### config.mk
export PLATFORM = sky130hd
export DESIGN_NAME = dependency_tree_relation_query_top
export DESIGN_NICKNAME = d
export VERILOG_FILES = /design/src/dtrq_pkg.sv /design/src/dependency_tree_relation_query_top.sv /design/src/dtrq_ram.sv /design/src/dtrq_engine.sv
export VERILOG_INCLUDE_DIRS = /design/src /design/src/src
export SDC_FILE = /design/constraint.sdc
export NUM_CORES = 2
export LEC_CHECK = 0
export BUFFER_PORTS_ARGS = -buffer_cell sky130_fd_sc_hd__buf_4
export CAP_MARGIN = 20
export CORE_UTILIZATION = 55
export CTS_CLUSTER_SIZE = 28
export DETAILED_ROUTE_END_ITERATION = 6
export PLACE_DENSITY = 0.7
export SLEW_MARGIN = 25
export SYNTH_ARGS = -nofsm -noshare
export SYNTH_HDL_FRONTEND = slang
export SYNTH_SLANG_ARGS = --single-unit
### constraint.sdc
create_clock -name clk -period 3.95 [get_ports clk]
set_input_delay 0.1975 -clock clk [delete_from_list [all_inputs] [get_ports clk]]
set_output_delay 0.1975 -clock clk [all_outputs]
set_load 0.01 [all_outputs]
### src/assert_macros.svh
// Assertion macros used by the dependency tree relation query engine.
`ifndef ASSERT_MACROS_SVH
`define ASSERT_MACROS_SVH

`ifndef SYNTH

// Property that must hold at every clock edge outside reset.
`define DTRQ_ASSERT(lbl, clk, rst_n, prop) \
    lbl: assert property (@(posedge clk) disable iff (!rst_n) prop) \
        else $error("dtrq assertion failed");

// Condition that must never be true outside reset.
`define DTRQ_NEVER(lbl, clk, rst_n, cond) \
    lbl: assert property (@(posedge clk) disable iff (!rst_n) !(cond)) \
        else $error("dtrq forbidden condition seen");

`else

`define DTRQ_ASSERT(lbl, clk, rst_n, prop)
`define DTRQ_NEVER(lbl, clk, rst_n, cond)

`endif

`endif

### src/dtrq_pkg.sv
// Types and constants of the dependency tree relation query block.
`timescale 1ns / 1ps

package dtrq_pkg;

    localparam int NODE_W      = 8;
    localparam int TABLE_DEPTH = 256;
    localparam int ENTRY_W     = 10;

    localparam logic [1:0] REQ_LOAD  = 2'd0;
    localparam logic [1:0] REQ_QUERY = 2'd1;
    localparam logic [1:0] REQ_CLEAR = 2'd2;

    localparam logic [1:0] KIND_NORMAL = 2'd0;
    localparam logic [1:0] KIND_PUNCT  = 2'd2;

    localparam logic [2:0] REL_PARENT     = 3'd0;
    localparam logic [2:0] REL_CHILD      = 3'd1;
    localparam logic [2:0] REL_SIBLING    = 3'd2;
    localparam logic [2:0] REL_ANCESTOR   = 3'd3;
    localparam logic [2:0] REL_DESCENDANT = 3'd4;
    localparam logic [2:0] REL_OTHER      = 3'd5;

    typedef logic [NODE_W-1:0] node_t;

    typedef struct packed {
        logic [1:0] kind;
        node_t      parent;
    } entry_t;

    typedef struct packed {
        logic       is_root;
        logic [1:0] parent_kind;
        node_t      parent_index;
        node_t      second_node;
        node_t      first_node;
        logic [1:0] req_type;
    } request_t;

    typedef struct packed {
        logic       ancestor_valid;
        node_t      common_ancestor;
        logic [2:0] relation_code;
    } result_t;

    typedef struct packed {
        logic   we;
        node_t  waddr;
        entry_t wdata;
        node_t  raddr;
    } mem_req_t;

endpackage

### src/dependency_tree_relation_query_top.sv
// Top level of the dependency tree relation query block.
`timescale 1ns / 1ps

// A load or clear beat goes from idle straight to the finish state. A query
// beat reads both table entries, then runs, as needed, the ancestor walks, the
// depth walks, the equalizing steps and the joint climb; all chain steps share
// the one read port of the parent table RAM. A new beat is taken only once the
// previous item has handed its result to the output register, which holds it
// until it is taken.

module dependency_tree_relation_query_top #(
    parameter int MAX_NODES = 256
) (
    input  logic        clk,
    input  logic        rst_n,
    input  logic        s_axis_tvalid,
    output logic        s_axis_tready,
    // first_node[7:0], second_node[15:8], parent_index[23:16],
    // parent_kind[25:24], is_root[26], zero[31:27]
    input  logic [31:0] s_axis_tdata,
    // req_type[1:0]
    input  logic [1:0]  s_axis_tuser,
    output logic        m_axis_tvalid,
    input  logic        m_axis_tready,
    // relation_code[2:0], common_ancestor[10:3], ancestor_valid[11], zero[15:12]
    output logic [15:0] m_axis_tdata
);

    dtrq_pkg::request_t req;
    dtrq_pkg::result_t  result;
    dtrq_pkg::mem_req_t mem_req;
    dtrq_pkg::entry_t   rdata;
    logic               ready;
    logic               start;
    logic               done;
    logic               out_free;
    logic               m_valid_reg, m_valid_next;
    dtrq_pkg::result_t  m_data_reg, m_data_next;

    assign req = '{is_root: s_axis_tdata[26], parent_kind: s_axis_tdata[25:24],
                   parent_index: s_axis_tdata[23:16], second_node: s_axis_tdata[15:8],
                   first_node: s_axis_tdata[7:0], req_type: s_axis_tuser};

    assign s_axis_tready = ready;
    assign start         = s_axis_tvalid && ready;
    assign out_free      = !m_valid_reg || m_axis_tready;

    dtrq_ram #(
        .WIDTH (dtrq_pkg::ENTRY_W),
        .DEPTH (dtrq_pkg::TABLE_DEPTH)
    ) u_table (
        .clk   (clk),
        .we    (mem_req.we),
        .waddr (mem_req.waddr),
        .wdata (mem_req.wdata),
        .raddr (mem_req.raddr),
        .rdata (rdata)
    );

    dtrq_engine #(
        .MAX_NODES (MAX_NODES)
    ) u_engine (
        .clk      (clk),
        .rst_n    (rst_n),
        .start    (start),
        .req      (req),
        .ready    (ready),
        .out_free (out_free),
        .done     (done),
        .result   (result),
        .mem_req  (mem_req),
        .rdata    (rdata)
    );

    always_comb
    begin
        m_valid_next = m_valid_reg;
        m_data_next  = m_data_reg;
        if (done)
        begin
            m_valid_next = 1'b1;
            m_data_next  = result;
        end
        else if (m_axis_tready)
        begin
            m_valid_next = 1'b0;
        end
    end

    always_ff @(posedge clk or negedge rst_n)
    begin
        if (!rst_n)
        begin
            m_valid_reg <= 1'b0;
        end
        else
        begin
            m_valid_reg <= m_valid_next;
        end
    end

    always_ff @(posedge clk)
    begin
        m_data_reg <= m_data_next;
    end

    assign m_axis_tvalid = m_valid_reg;
    assign m_axis_tdata  = {4'b0000, m_data_reg};

endmodule

### src/dtrq_ram.sv
// Generic single-port-write, registered-read RAM.
`timescale 1ns / 1ps

module dtrq_ram #(
    parameter int WIDTH = 10,
    parameter int DEPTH = 256
) (
    input  logic                     clk,
    input  logic                     we,
    input  logic [$clog2(DEPTH)-1:0] waddr,
    input  logic [WIDTH-1:0]         wdata,
    input  logic [$clog2(DEPTH)-1:0] raddr,
    output logic [WIDTH-1:0]         rdata
);

    logic [WIDTH-1:0] mem [DEPTH];
    logic [WIDTH-1:0] rdata_reg;

    always_ff @(posedge clk)
    begin
        if (we)
        begin
            mem[waddr] <= wdata;
        end
        rdata_reg <= mem[raddr];
    end

    assign rdata = rdata_reg;

endmodule

### src/dtrq_engine.sv
// Sequencer that loads the parent table and walks parent chains for queries.
`timescale 1ns / 1ps

`include "assert_macros.svh"

module dtrq_engine #(
    parameter int MAX_NODES = 256
) (
    input  logic              clk,
    input  logic              rst_n,
    input  logic              start,
    input  dtrq_pkg::request_t req,
    output logic              ready,
    input  logic              out_free,
    output logic              done,
    output dtrq_pkg::result_t result,
    output dtrq_pkg::mem_req_t mem_req,
    input  dtrq_pkg::entry_t  rdata
);

    localparam int CW = $clog2(MAX_NODES + 2);

    localparam logic [3:0] S_IDLE    = 4'd0;
    localparam logic [3:0] S_RDA     = 4'd1;
    localparam logic [3:0] S_CAPA    = 4'd2;
    localparam logic [3:0] S_REL     = 4'd3;
    localparam logic [3:0] S_ANC_CHK = 4'd4;
    localparam logic [3:0] S_ANC_RD  = 4'd5;
    localparam logic [3:0] S_LCA0    = 4'd6;
    localparam logic [3:0] S_DEP_CHK = 4'd7;
    localparam logic [3:0] S_DEP_RD  = 4'd8;
    localparam logic [3:0] S_EQ      = 4'd9;
    localparam logic [3:0] S_EQ_A    = 4'd10;
    localparam logic [3:0] S_EQ_B    = 4'd11;
    localparam logic [3:0] S_CL_CHK  = 4'd12;
    localparam logic [3:0] S_CL_A    = 4'd13;
    localparam logic [3:0] S_CL_B    = 4'd14;
    localparam logic [3:0] S_FIN     = 4'd15;

    logic [3:0]      state_reg, state_next;
    logic            root_vld_reg, root_vld_next;
    dtrq_pkg::node_t root_idx_reg, root_idx_next;
    dtrq_pkg::node_t a_reg, a_next;
    dtrq_pkg::node_t b_reg, b_next;
    dtrq_pkg::entry_t ea_reg, ea_next;
    dtrq_pkg::entry_t eb_reg, eb_next;
    dtrq_pkg::node_t p_reg, p_next;
    logic [CW-1:0]   cnt_reg, cnt_next;
    logic            dir_reg, dir_next;
    logic [CW-1:0]   ha_reg, ha_next;
    logic [CW-1:0]   hb_reg, hb_next;
    dtrq_pkg::node_t xa_reg, xa_next;
    dtrq_pkg::node_t xb_reg, xb_next;
    logic [2:0]      rel_reg, rel_next;
    dtrq_pkg::node_t lca_reg, lca_next;
    logic            lv_reg, lv_next;

    logic            p_is_root;
    dtrq_pkg::node_t anc_target;

    assign p_is_root  = root_vld_reg && (root_idx_reg == p_reg);
    assign anc_target = dir_reg ? b_reg : a_reg;

    assign ready  = (state_reg == S_IDLE);
    assign done   = (state_reg == S_FIN) && out_free;
    assign result = '{ancestor_valid: lv_reg, common_ancestor: lca_reg,
                      relation_code: rel_reg};

    always_comb
    begin
        state_next    = state_reg;
        root_vld_next = root_vld_reg;
        root_idx_next = root_idx_reg;
        a_next        = a_reg;
        b_next        = b_reg;
        ea_next       = ea_reg;
        eb_next       = eb_reg;
        p_next        = p_reg;
        cnt_next      = cnt_reg;
        dir_next      = dir_reg;
        ha_next       = ha_reg;
        hb_next       = hb_reg;
        xa_next       = xa_reg;
        xb_next       = xb_reg;
        rel_next      = rel_reg;
        lca_next      = lca_reg;
        lv_next       = lv_reg;
        mem_req.we    = 1'b0;
        mem_req.waddr = req.first_node;
        mem_req.wdata = '{kind: req.parent_kind, parent: req.parent_index};
        mem_req.raddr = p_reg;

        case (state_reg)
            S_IDLE:
            begin
                mem_req.raddr = req.second_node;
                if (start)
                begin
                    a_next   = req.first_node;
                    b_next   = req.second_node;
                    rel_next = dtrq_pkg::REL_PARENT;
                    lca_next = '0;
                    lv_next  = 1'b0;
                    state_next = S_FIN;
                    case (req.req_type)
                        dtrq_pkg::REQ_LOAD:
                        begin
                            mem_req.we = 1'b1;
                            if (req.is_root)
                            begin
                                root_vld_next = 1'b1;
                                root_idx_next = req.first_node;
                            end
                        end
                        dtrq_pkg::REQ_QUERY:
                        begin
                            state_next = S_RDA;
                        end
                        dtrq_pkg::REQ_CLEAR:
                        begin
                            root_vld_next = 1'b0;
                            root_idx_next = '0;
                        end
                        default:
                        begin
                            state_next = S_FIN;
                        end
                    endcase
                end
            end
            S_RDA:
            begin
                eb_next       = rdata;
                mem_req.raddr = a_reg;
                state_next    = S_CAPA;
            end
            S_CAPA:
            begin
                ea_next    = rdata;
                state_next = S_REL;
            end
            S_REL:
            begin
                cnt_next = '0;
                if ((eb_reg.kind == dtrq_pkg::KIND_NORMAL) && (eb_reg.parent == a_reg))
                begin
                    rel_next   = dtrq_pkg::REL_PARENT;
                    state_next = S_LCA0;
                end
                else if ((ea_reg.kind == dtrq_pkg::KIND_NORMAL) && (ea_reg.parent == b_reg))
                begin
                    rel_next   = dtrq_pkg::REL_CHILD;
                    state_next = S_LCA0;
                end
                else if ((a_reg != b_reg) && (ea_reg.kind == dtrq_pkg::KIND_NORMAL)
                         && (eb_reg.kind == dtrq_pkg::KIND_NORMAL)
                         && (ea_reg.parent == eb_reg.parent))
                begin
                    rel_next   = dtrq_pkg::REL_SIBLING;
                    state_next = S_LCA0;
                end
                else if (eb_reg.kind == dtrq_pkg::KIND_NORMAL)
                begin
                    dir_next   = 1'b0;
                    p_next     = eb_reg.parent;
                    state_next = S_ANC_CHK;
                end
                else if (ea_reg.kind == dtrq_pkg::KIND_NORMAL)
                begin
                    dir_next   = 1'b1;
                    p_next     = ea_reg.parent;
                    state_next = S_ANC_CHK;
                end
                else
                begin
                    rel_next   = dtrq_pkg::REL_OTHER;
                    state_next = S_LCA0;
                end
            end
            S_ANC_CHK, S_ANC_RD:
            begin
                logic anc_fail;
                anc_fail = 1'b0;
                if (state_reg == S_ANC_CHK)
                begin
                    if (cnt_reg == CW'(MAX_NODES))
                    begin
                        anc_fail = 1'b1;
                    end
                    else if (p_reg == anc_target)
                    begin
                        rel_next   = dir_reg ? dtrq_pkg::REL_DESCENDANT
                                             : dtrq_pkg::REL_ANCESTOR;
                        state_next = S_LCA0;
                    end
                    else if (p_is_root)
                    begin
                        anc_fail = 1'b1;
                    end
                    else
                    begin
                        state_next = S_ANC_RD;
                    end
                end
                else
                begin
                    if (rdata.kind != dtrq_pkg::KIND_NORMAL)
                    begin
                        anc_fail = 1'b1;
                    end
                    else
                    begin
                        p_next     = rdata.parent;
                        cnt_next   = cnt_reg + CW'(1);
                        state_next = S_ANC_CHK;
                    end
                end
                if (anc_fail)
                begin
                    if (!dir_reg && (ea_reg.kind == dtrq_pkg::KIND_NORMAL))
                    begin
                        dir_next   = 1'b1;
                        p_next     = ea_reg.parent;
                        cnt_next   = '0;
                        state_next = S_ANC_CHK;
                    end
                    else
                    begin
                        rel_next   = dtrq_pkg::REL_OTHER;
                        state_next = S_LCA0;
                    end
                end
            end
            S_LCA0:
            begin
                if ((ea_reg.kind == dtrq_pkg::KIND_PUNCT)
                    || (eb_reg.kind == dtrq_pkg::KIND_PUNCT))
                begin
                    state_next = S_FIN;
                end
                else
                begin
                    p_next     = a_reg;
                    cnt_next   = '0;
                    dir_next   = 1'b0;
                    state_next = S_DEP_CHK;
                end
            end
            S_DEP_CHK:
            begin
                if (p_is_root)
                begin
                    if (!dir_reg)
                    begin
                        ha_next  = cnt_reg;
                        p_next   = b_reg;
                        cnt_next = '0;
                        dir_next = 1'b1;
                    end
                    else
                    begin
                        hb_next    = cnt_reg;
                        xa_next    = a_reg;
                        xb_next    = b_reg;
                        state_next = S_EQ;
                    end
                end
                else if (cnt_reg >= CW'(MAX_NODES))
                begin
                    state_next = S_FIN;
                end
                else
                begin
                    state_next = S_DEP_RD;
                end
            end
            S_DEP_RD:
            begin
                if (rdata.kind != dtrq_pkg::KIND_NORMAL)
                begin
                    state_next = S_FIN;
                end
                else
                begin
                    p_next     = rdata.parent;
                    cnt_next   = cnt_reg + CW'(1);
                    state_next = S_DEP_CHK;
                end
            end
            S_EQ:
            begin
                cnt_next = '0;
                if (ha_reg > hb_reg)
                begin
                    mem_req.raddr = xa_reg;
                    ha_next       = ha_reg - CW'(1);
                    state_next    = S_EQ_A;
                end
                else if (hb_reg > ha_reg)
                begin
                    mem_req.raddr = xb_reg;
                    hb_next       = hb_reg - CW'(1);
                    state_next    = S_EQ_B;
                end
                else
                begin
                    state_next = S_CL_CHK;
                end
            end
            S_EQ_A:
            begin
                xa_next    = rdata.parent;
                state_next = S_EQ;
            end
            S_EQ_B:
            begin
                xb_next    = rdata.parent;
                state_next = S_EQ;
            end
            S_CL_CHK:
            begin
                mem_req.raddr = xa_reg;
                if (xa_reg == xb_reg)
                begin
                    lca_next   = xa_reg;
                    lv_next    = 1'b1;
                    state_next = S_FIN;
                end
                else if (cnt_reg > CW'(MAX_NODES))
                begin
                    state_next = S_FIN;
                end
                else
                begin
                    state_next = S_CL_A;
                end
            end
            S_CL_A:
            begin
                xa_next       = rdata.parent;
                mem_req.raddr = xb_reg;
                state_next    = S_CL_B;
            end
            S_CL_B:
            begin
                xb_next    = rdata.parent;
                cnt_next   = cnt_reg + CW'(1);
                state_next = S_CL_CHK;
            end
            S_FIN:
            begin
                if (out_free)
                begin
                    state_next = S_IDLE;
                end
            end
            default:
            begin
                state_next = S_IDLE;
            end
        endcase
    end

    always_ff @(posedge clk or negedge rst_n)
    begin
        if (!rst_n)
        begin
            state_reg    <= S_IDLE;
            root_vld_reg <= 1'b0;
            root_idx_reg <= '0;
            cnt_reg      <= '0;
            dir_reg      <= 1'b0;
        end
        else
        begin
            state_reg    <= state_next;
            root_vld_reg <= root_vld_next;
            root_idx_reg <= root_idx_next;
            cnt_reg      <= cnt_next;
            dir_reg      <= dir_next;
        end
    end

    always_ff @(posedge clk)
    begin
        a_reg   <= a_next;
        b_reg   <= b_next;
        ea_reg  <= ea_next;
        eb_reg  <= eb_next;
        p_reg   <= p_next;
        ha_reg  <= ha_next;
        hb_reg  <= hb_next;
        xa_reg  <= xa_next;
        xb_reg  <= xb_next;
        rel_reg <= rel_next;
        lca_reg <= lca_next;
        lv_reg  <= lv_next;
    end

    `DTRQ_ASSERT(a_write_only_on_accept, clk, rst_n, mem_req.we |-> (start && (state_reg == S_IDLE)))
    `DTRQ_ASSERT(a_lca_from_climb, clk, rst_n, (state_reg == S_FIN && $rose(lv_reg)) |-> ($past(state_reg) == S_CL_CHK))
    `DTRQ_NEVER(n_walk_overrun, clk, rst_n, (cnt_reg > CW'(MAX_NODES + 1)))
    `DTRQ_ASSERT(a_done_returns_idle, clk, rst_n, done |=> (state_reg == S_IDLE))

endmodule

==> results.md <==
Routing:
- The count of routing violations after the opening detailed-route iteration is 12300.
- The number of optimization iterations in the first detailed-route pass is 7.
- The remaining antenna violation count after routing is 0.
- After detailed routing, the total wire length is 354000 um.
- After detailed routing, the number of remaining DRC violations is 44.
- The total number of vias is 77400.
- In the routed layout, each cell is associated on average with a via count of 6.67.
- The detail-routed net length per standard cell is 30.5 um.

STA:
- The routed design could run at a clock period as short as 4.32 ns.
- The final clock skew is 0.0626 ns.
- Setup total negative slack on the finished layout was measured at -2.80 ns.
- Setup repair after global routing could not meet its margin everywhere.
- The total count of hold-check failures in the final report is 0.
- The number of max-slew violations in the final report is 0.
- Timing would allow up to 232 MHz.
- Of the available clock period, the critical path in the final layout requires 109%.
- The slack of the critical path is -0.370 ns.
- The setup violation total in the final timing report is 10.
- The relative slew slack is 20.2%.
- The transition time of the tightest slew-check pin is 1.19 ns.

Clock network:
- The cell chosen for the clock root is clkbuf_16.
- Clock-pin slew was measured on the worst setup and hold paths at 0.06 ns.
- The insertion delay to the later sink of the worst-skew pair is 0.94 ns.
- Clock tree synthesis inserted a total of 291 buffers.
- The H-tree generated during clock tree synthesis spans 5 levels.
- The maximum clock insertion buffer count is 4.
- Counting every sink on the clock net gives 2696.
- TritonCTS built the clock tree.

Run:
- Across the run, the number of max-cap violations was 0.

Floorplan:
- The total core area is 200000 sq um.
- The initial standard-cell utilization of the core is 55.4%.
- The horizontal extent of the die is 451 um.
- The floorplan has 164 rows.
- The area enclosed by the die boundary is 203000 sq um.
- During I/O placement, the number of pins put on the boundary was 56.
- The height of the die is 451 um.

Placement:
- Routability-driven placement finished with a final weighted congestion of 0.964.
- The number of placed cells counting well taps is 11000.
- At the placement stage, the worst setup path has a slack of -1.06 ns.
- The count of buffers from port buffering is 46.
- The post-DP HPWL is 217000 um.
- The placed standard-cell area is 123000 sq um.

Global route:
- The via count of the first global-routing pass is 73900.
- Summed over all layers, the global routing overflow is 0.
- The largest net degree at the start of global routing is 141.
- The total routing usage reported by global routing is 33.9%.
- The number of antenna violations at the first check in global routing is 14.
- The first global-routing pass estimated 504000 um of wire.

Critical path:
- For the worst setup path, the data arrival time is 5.16 ns.
- The slowest stage of the critical path belongs to the cell a2111oi_4.
- The number of stages on the worst setup path is 19.
- The required time reported for the critical path endpoint is 4.79 ns.
- The cell that appears most often on the critical path is buf_4.
- The last element of the critical path is u_table.rdata[4].
- The worst register-to-register path ends at u_table.rdata[4].
- The critical path goes through ha_4 > nand4_4 > nor3_2 > buf_4 > a21oi_4 > o31a_4 > buf_6 > nand2_8 > buf_12 > buf_8 > nand2_8 > bufbuf_16 > buf_4 > o221ai_2 > a22oi_2 > a2111oi_4 > buf_4 > nor4b_2 > mux2i_1.
- The startpoint of the lowest-slack register-to-register path is u_engine.ha_reg[8].
- For the worst flop-to-flop path, the logic depth is 19.
- The type of destination of the critical path is a register.
- The launching element of the worst setup path is u_engine.ha_reg[8].
- The worst setup path is launched from a register.
- The critical path start-end classification is register to register.
- Of all nets on the critical path, the largest fanout is 8.
- The critical path's largest stage delay is 0.53 ns.
- The worst path buffer plus inverter count is 7.
- The register-to-register setup slack is -0.37 ns.
- The cell family contributing the most delay on the critical path is compound AO/OA/AOI/OAI gates.

Final layout:
- In the final layout, the share of cells above drive strength 1 is 22.8%.
- Summing all non-filler instances in the final layout gives an area of 135000 sq um.
- The number of flip-flops in the largest register is 2560.
- Compared with the post-synthesis result, the final layout area differs by 22.3%.
- After the flow finishes, the layout carries non-filler instances totaling 11600.
- After filler insertion, the fill cell instance count of the layout stands at 13200.
- Counting flops per register, the top entry is u_table.mem.
- After the last flow step, the layout net total stands at 8810.
- The most frequent standard cell in the layout excluding fill and tap cells is edfxtp_1.
- Leaving out fill and tap cells, the most frequent cells in the layout are 2662 x edfxtp_1, 1071 x buf_4, 928 x nand2_1.

Synth:
- Counting every instance in the synthesized netlist gives 7763.
- Averaged over all synthesized cells, the footprint is 14.3 sq um.
- The count of distinct cell types in the synthesized netlist is 86.
- The Yosys step of the flow raised 0 warnings.
- The register bit total from synthesis is 2696.
- The top cell type by area accounts for 72.2% of the synthesized area.
- The cell area after technology mapping is 111000 sq um.
- Among all flip-flop cells after synthesis, the most frequent one is edfxtp_1.
- The count of flip-flops with a built-in enable after synthesis is 2662.
- After synthesis, the share of flip-flops with an asynchronous set or reset is 0.890%.
- The library cell with the largest summed area after synthesis is edfxtp_1.
- Sorting the synthesized cells by area gives the leading types as edfxtp_1 72%, a211oi_1 4.7%, and3_1 4.1%, nand2_1 3.2%, a31oi_1 1.7%.
- Sequential cells were found to cover 72.9% of the synthesized design area.

Status:
- The run finished, with violations left.
- The final reports fail on design-rule violations, negative setup slack.

Min path:
- The path class of the tightest hold or removal check is input pin to register.
-- worst min path at each step --
| stage | startpoint | to | slack [ns] | cells past startpoint |
|---|---|---|---|---|
| 5_1_grt | s_axis_tdata[12] | u_engine.b_reg[4] | 0.04 | 2 |
| 4_1_cts | s_axis_tdata[13] | u_engine.b_reg[5] | 0.01 | 2 |
| 3_3_place_gp | rst_n | m_axis_tvalid | 0.12 | 1 |
| 2_1_floorplan | rst_n | m_axis_tvalid | -0.1 | 0 |
| 6_report | s_axis_tdata[8] | u_engine.b_reg[0] | 0.05 | 2 |
| 3_5_place_dp | rst_n | m_axis_tvalid | 0.13 | 1 |
-- worst register-to-register path: cells and delay by family, from the launching register on --
family | cells | cell delay, ns
AOI/OAI and AO/OA | 5 | 1.33
adders and majority gates | 1 | 0.34
buffers and inverters | 7 | 1.36
DFF | 1 | 0.43
muxes | 1 | 0.15
and+or+nand+nor | 5 | 0.62
-- stage by stage --
step	util, %	hold slack (ns)
after detailed placement	61.3	0.131
after floorplan	-	-0.0981
after global routing	67.7	0.0413
final	67.7	0.0522
after global placement	61.3	0.124
after CTS	67.0	0.0102
-- timing repair --
| item | CTS | global route |
|---|---|---|
| gates cloned | 23 | 11 |
| pin swaps | 62 | 41 |
| hold endpoints to repair | 896 | 0 |
| hold buffers | 39 | 0 |
| buffers inserted | 37 | 27 |
| setup endpoints to repair | 10 | 10 |
| gates resized for setup | 253 | 171 |
-- synthesized netlist by cell type (13+ instances only) --
library cell,n
and3_1,727
dfrtp_1,24
mux2_2,39
inv_1,24
xor2_1,29
nor4_1,23
nor4b_1,18
a31oi_1,308
xnor2_1,39
buf_1,38
a311oi_1,49
buf_2,218
edfxtp_1,2662
nor2b_1,25
nand3_1,49
a22oi_1,40
nand2_1,938
a211oi_1,696
nor2_1,338
ha_1,13
nor3_1,20
o22ai_1,73
nand4_1,16
buf_4,29
o21bai_1,56
mux2i_1,181
a32oi_1,37
clkbuf_1,356
o2111ai_1,28
a21oi_1,143
a221oi_1,27
o211ai_1,23
a2111oi_0,57
o21ai_0,184
o221ai_1,90
-- area by class of cell --
class	instances	area (sq um)	area share (%)
Sequential cell	2696	80700	59.7
Multi-Input combinational cell	4400	29100	21.5
Timing Repair Buffer	1345	13300	9.86
Clock buffer	372	7700	5.69
Tap cell	2656	3320	2.46
Clock inverter	107	961	0.710
Inverter	25	93.8	0.0693
Antenna cell	6	15.0	0.0111
-- metal layers --
layer	GRT usage, %	share of wire (%)	vias to the layer above
li1	-	-	32500
met1	46.3	37	38400
met2	50.7	45	5403
met3	7.72	12	1056
met4	18.5	6.1	26
met5	0	0.047	-
-- cell families (layout without fill, tap and decap cells) --
logic type,after synthesis,in the layout,synth area share [%]
buffers and inverters,671,1849,2.64
muxes,220,220,2.03
adders and majority gates,13,13,0.147
other,1,10,0.00339
AOI/OAI and AO/OA,1868,1868,11.9
DFF,2696,2696,72.9
xor gates and xnor gates,68,68,0.538
and+or+nand+nor,2226,2227,9.77
Power is left out: the tool's default activity adds up to more than one toggle a clock period on the data nets, which glitch-free logic cannot reach.
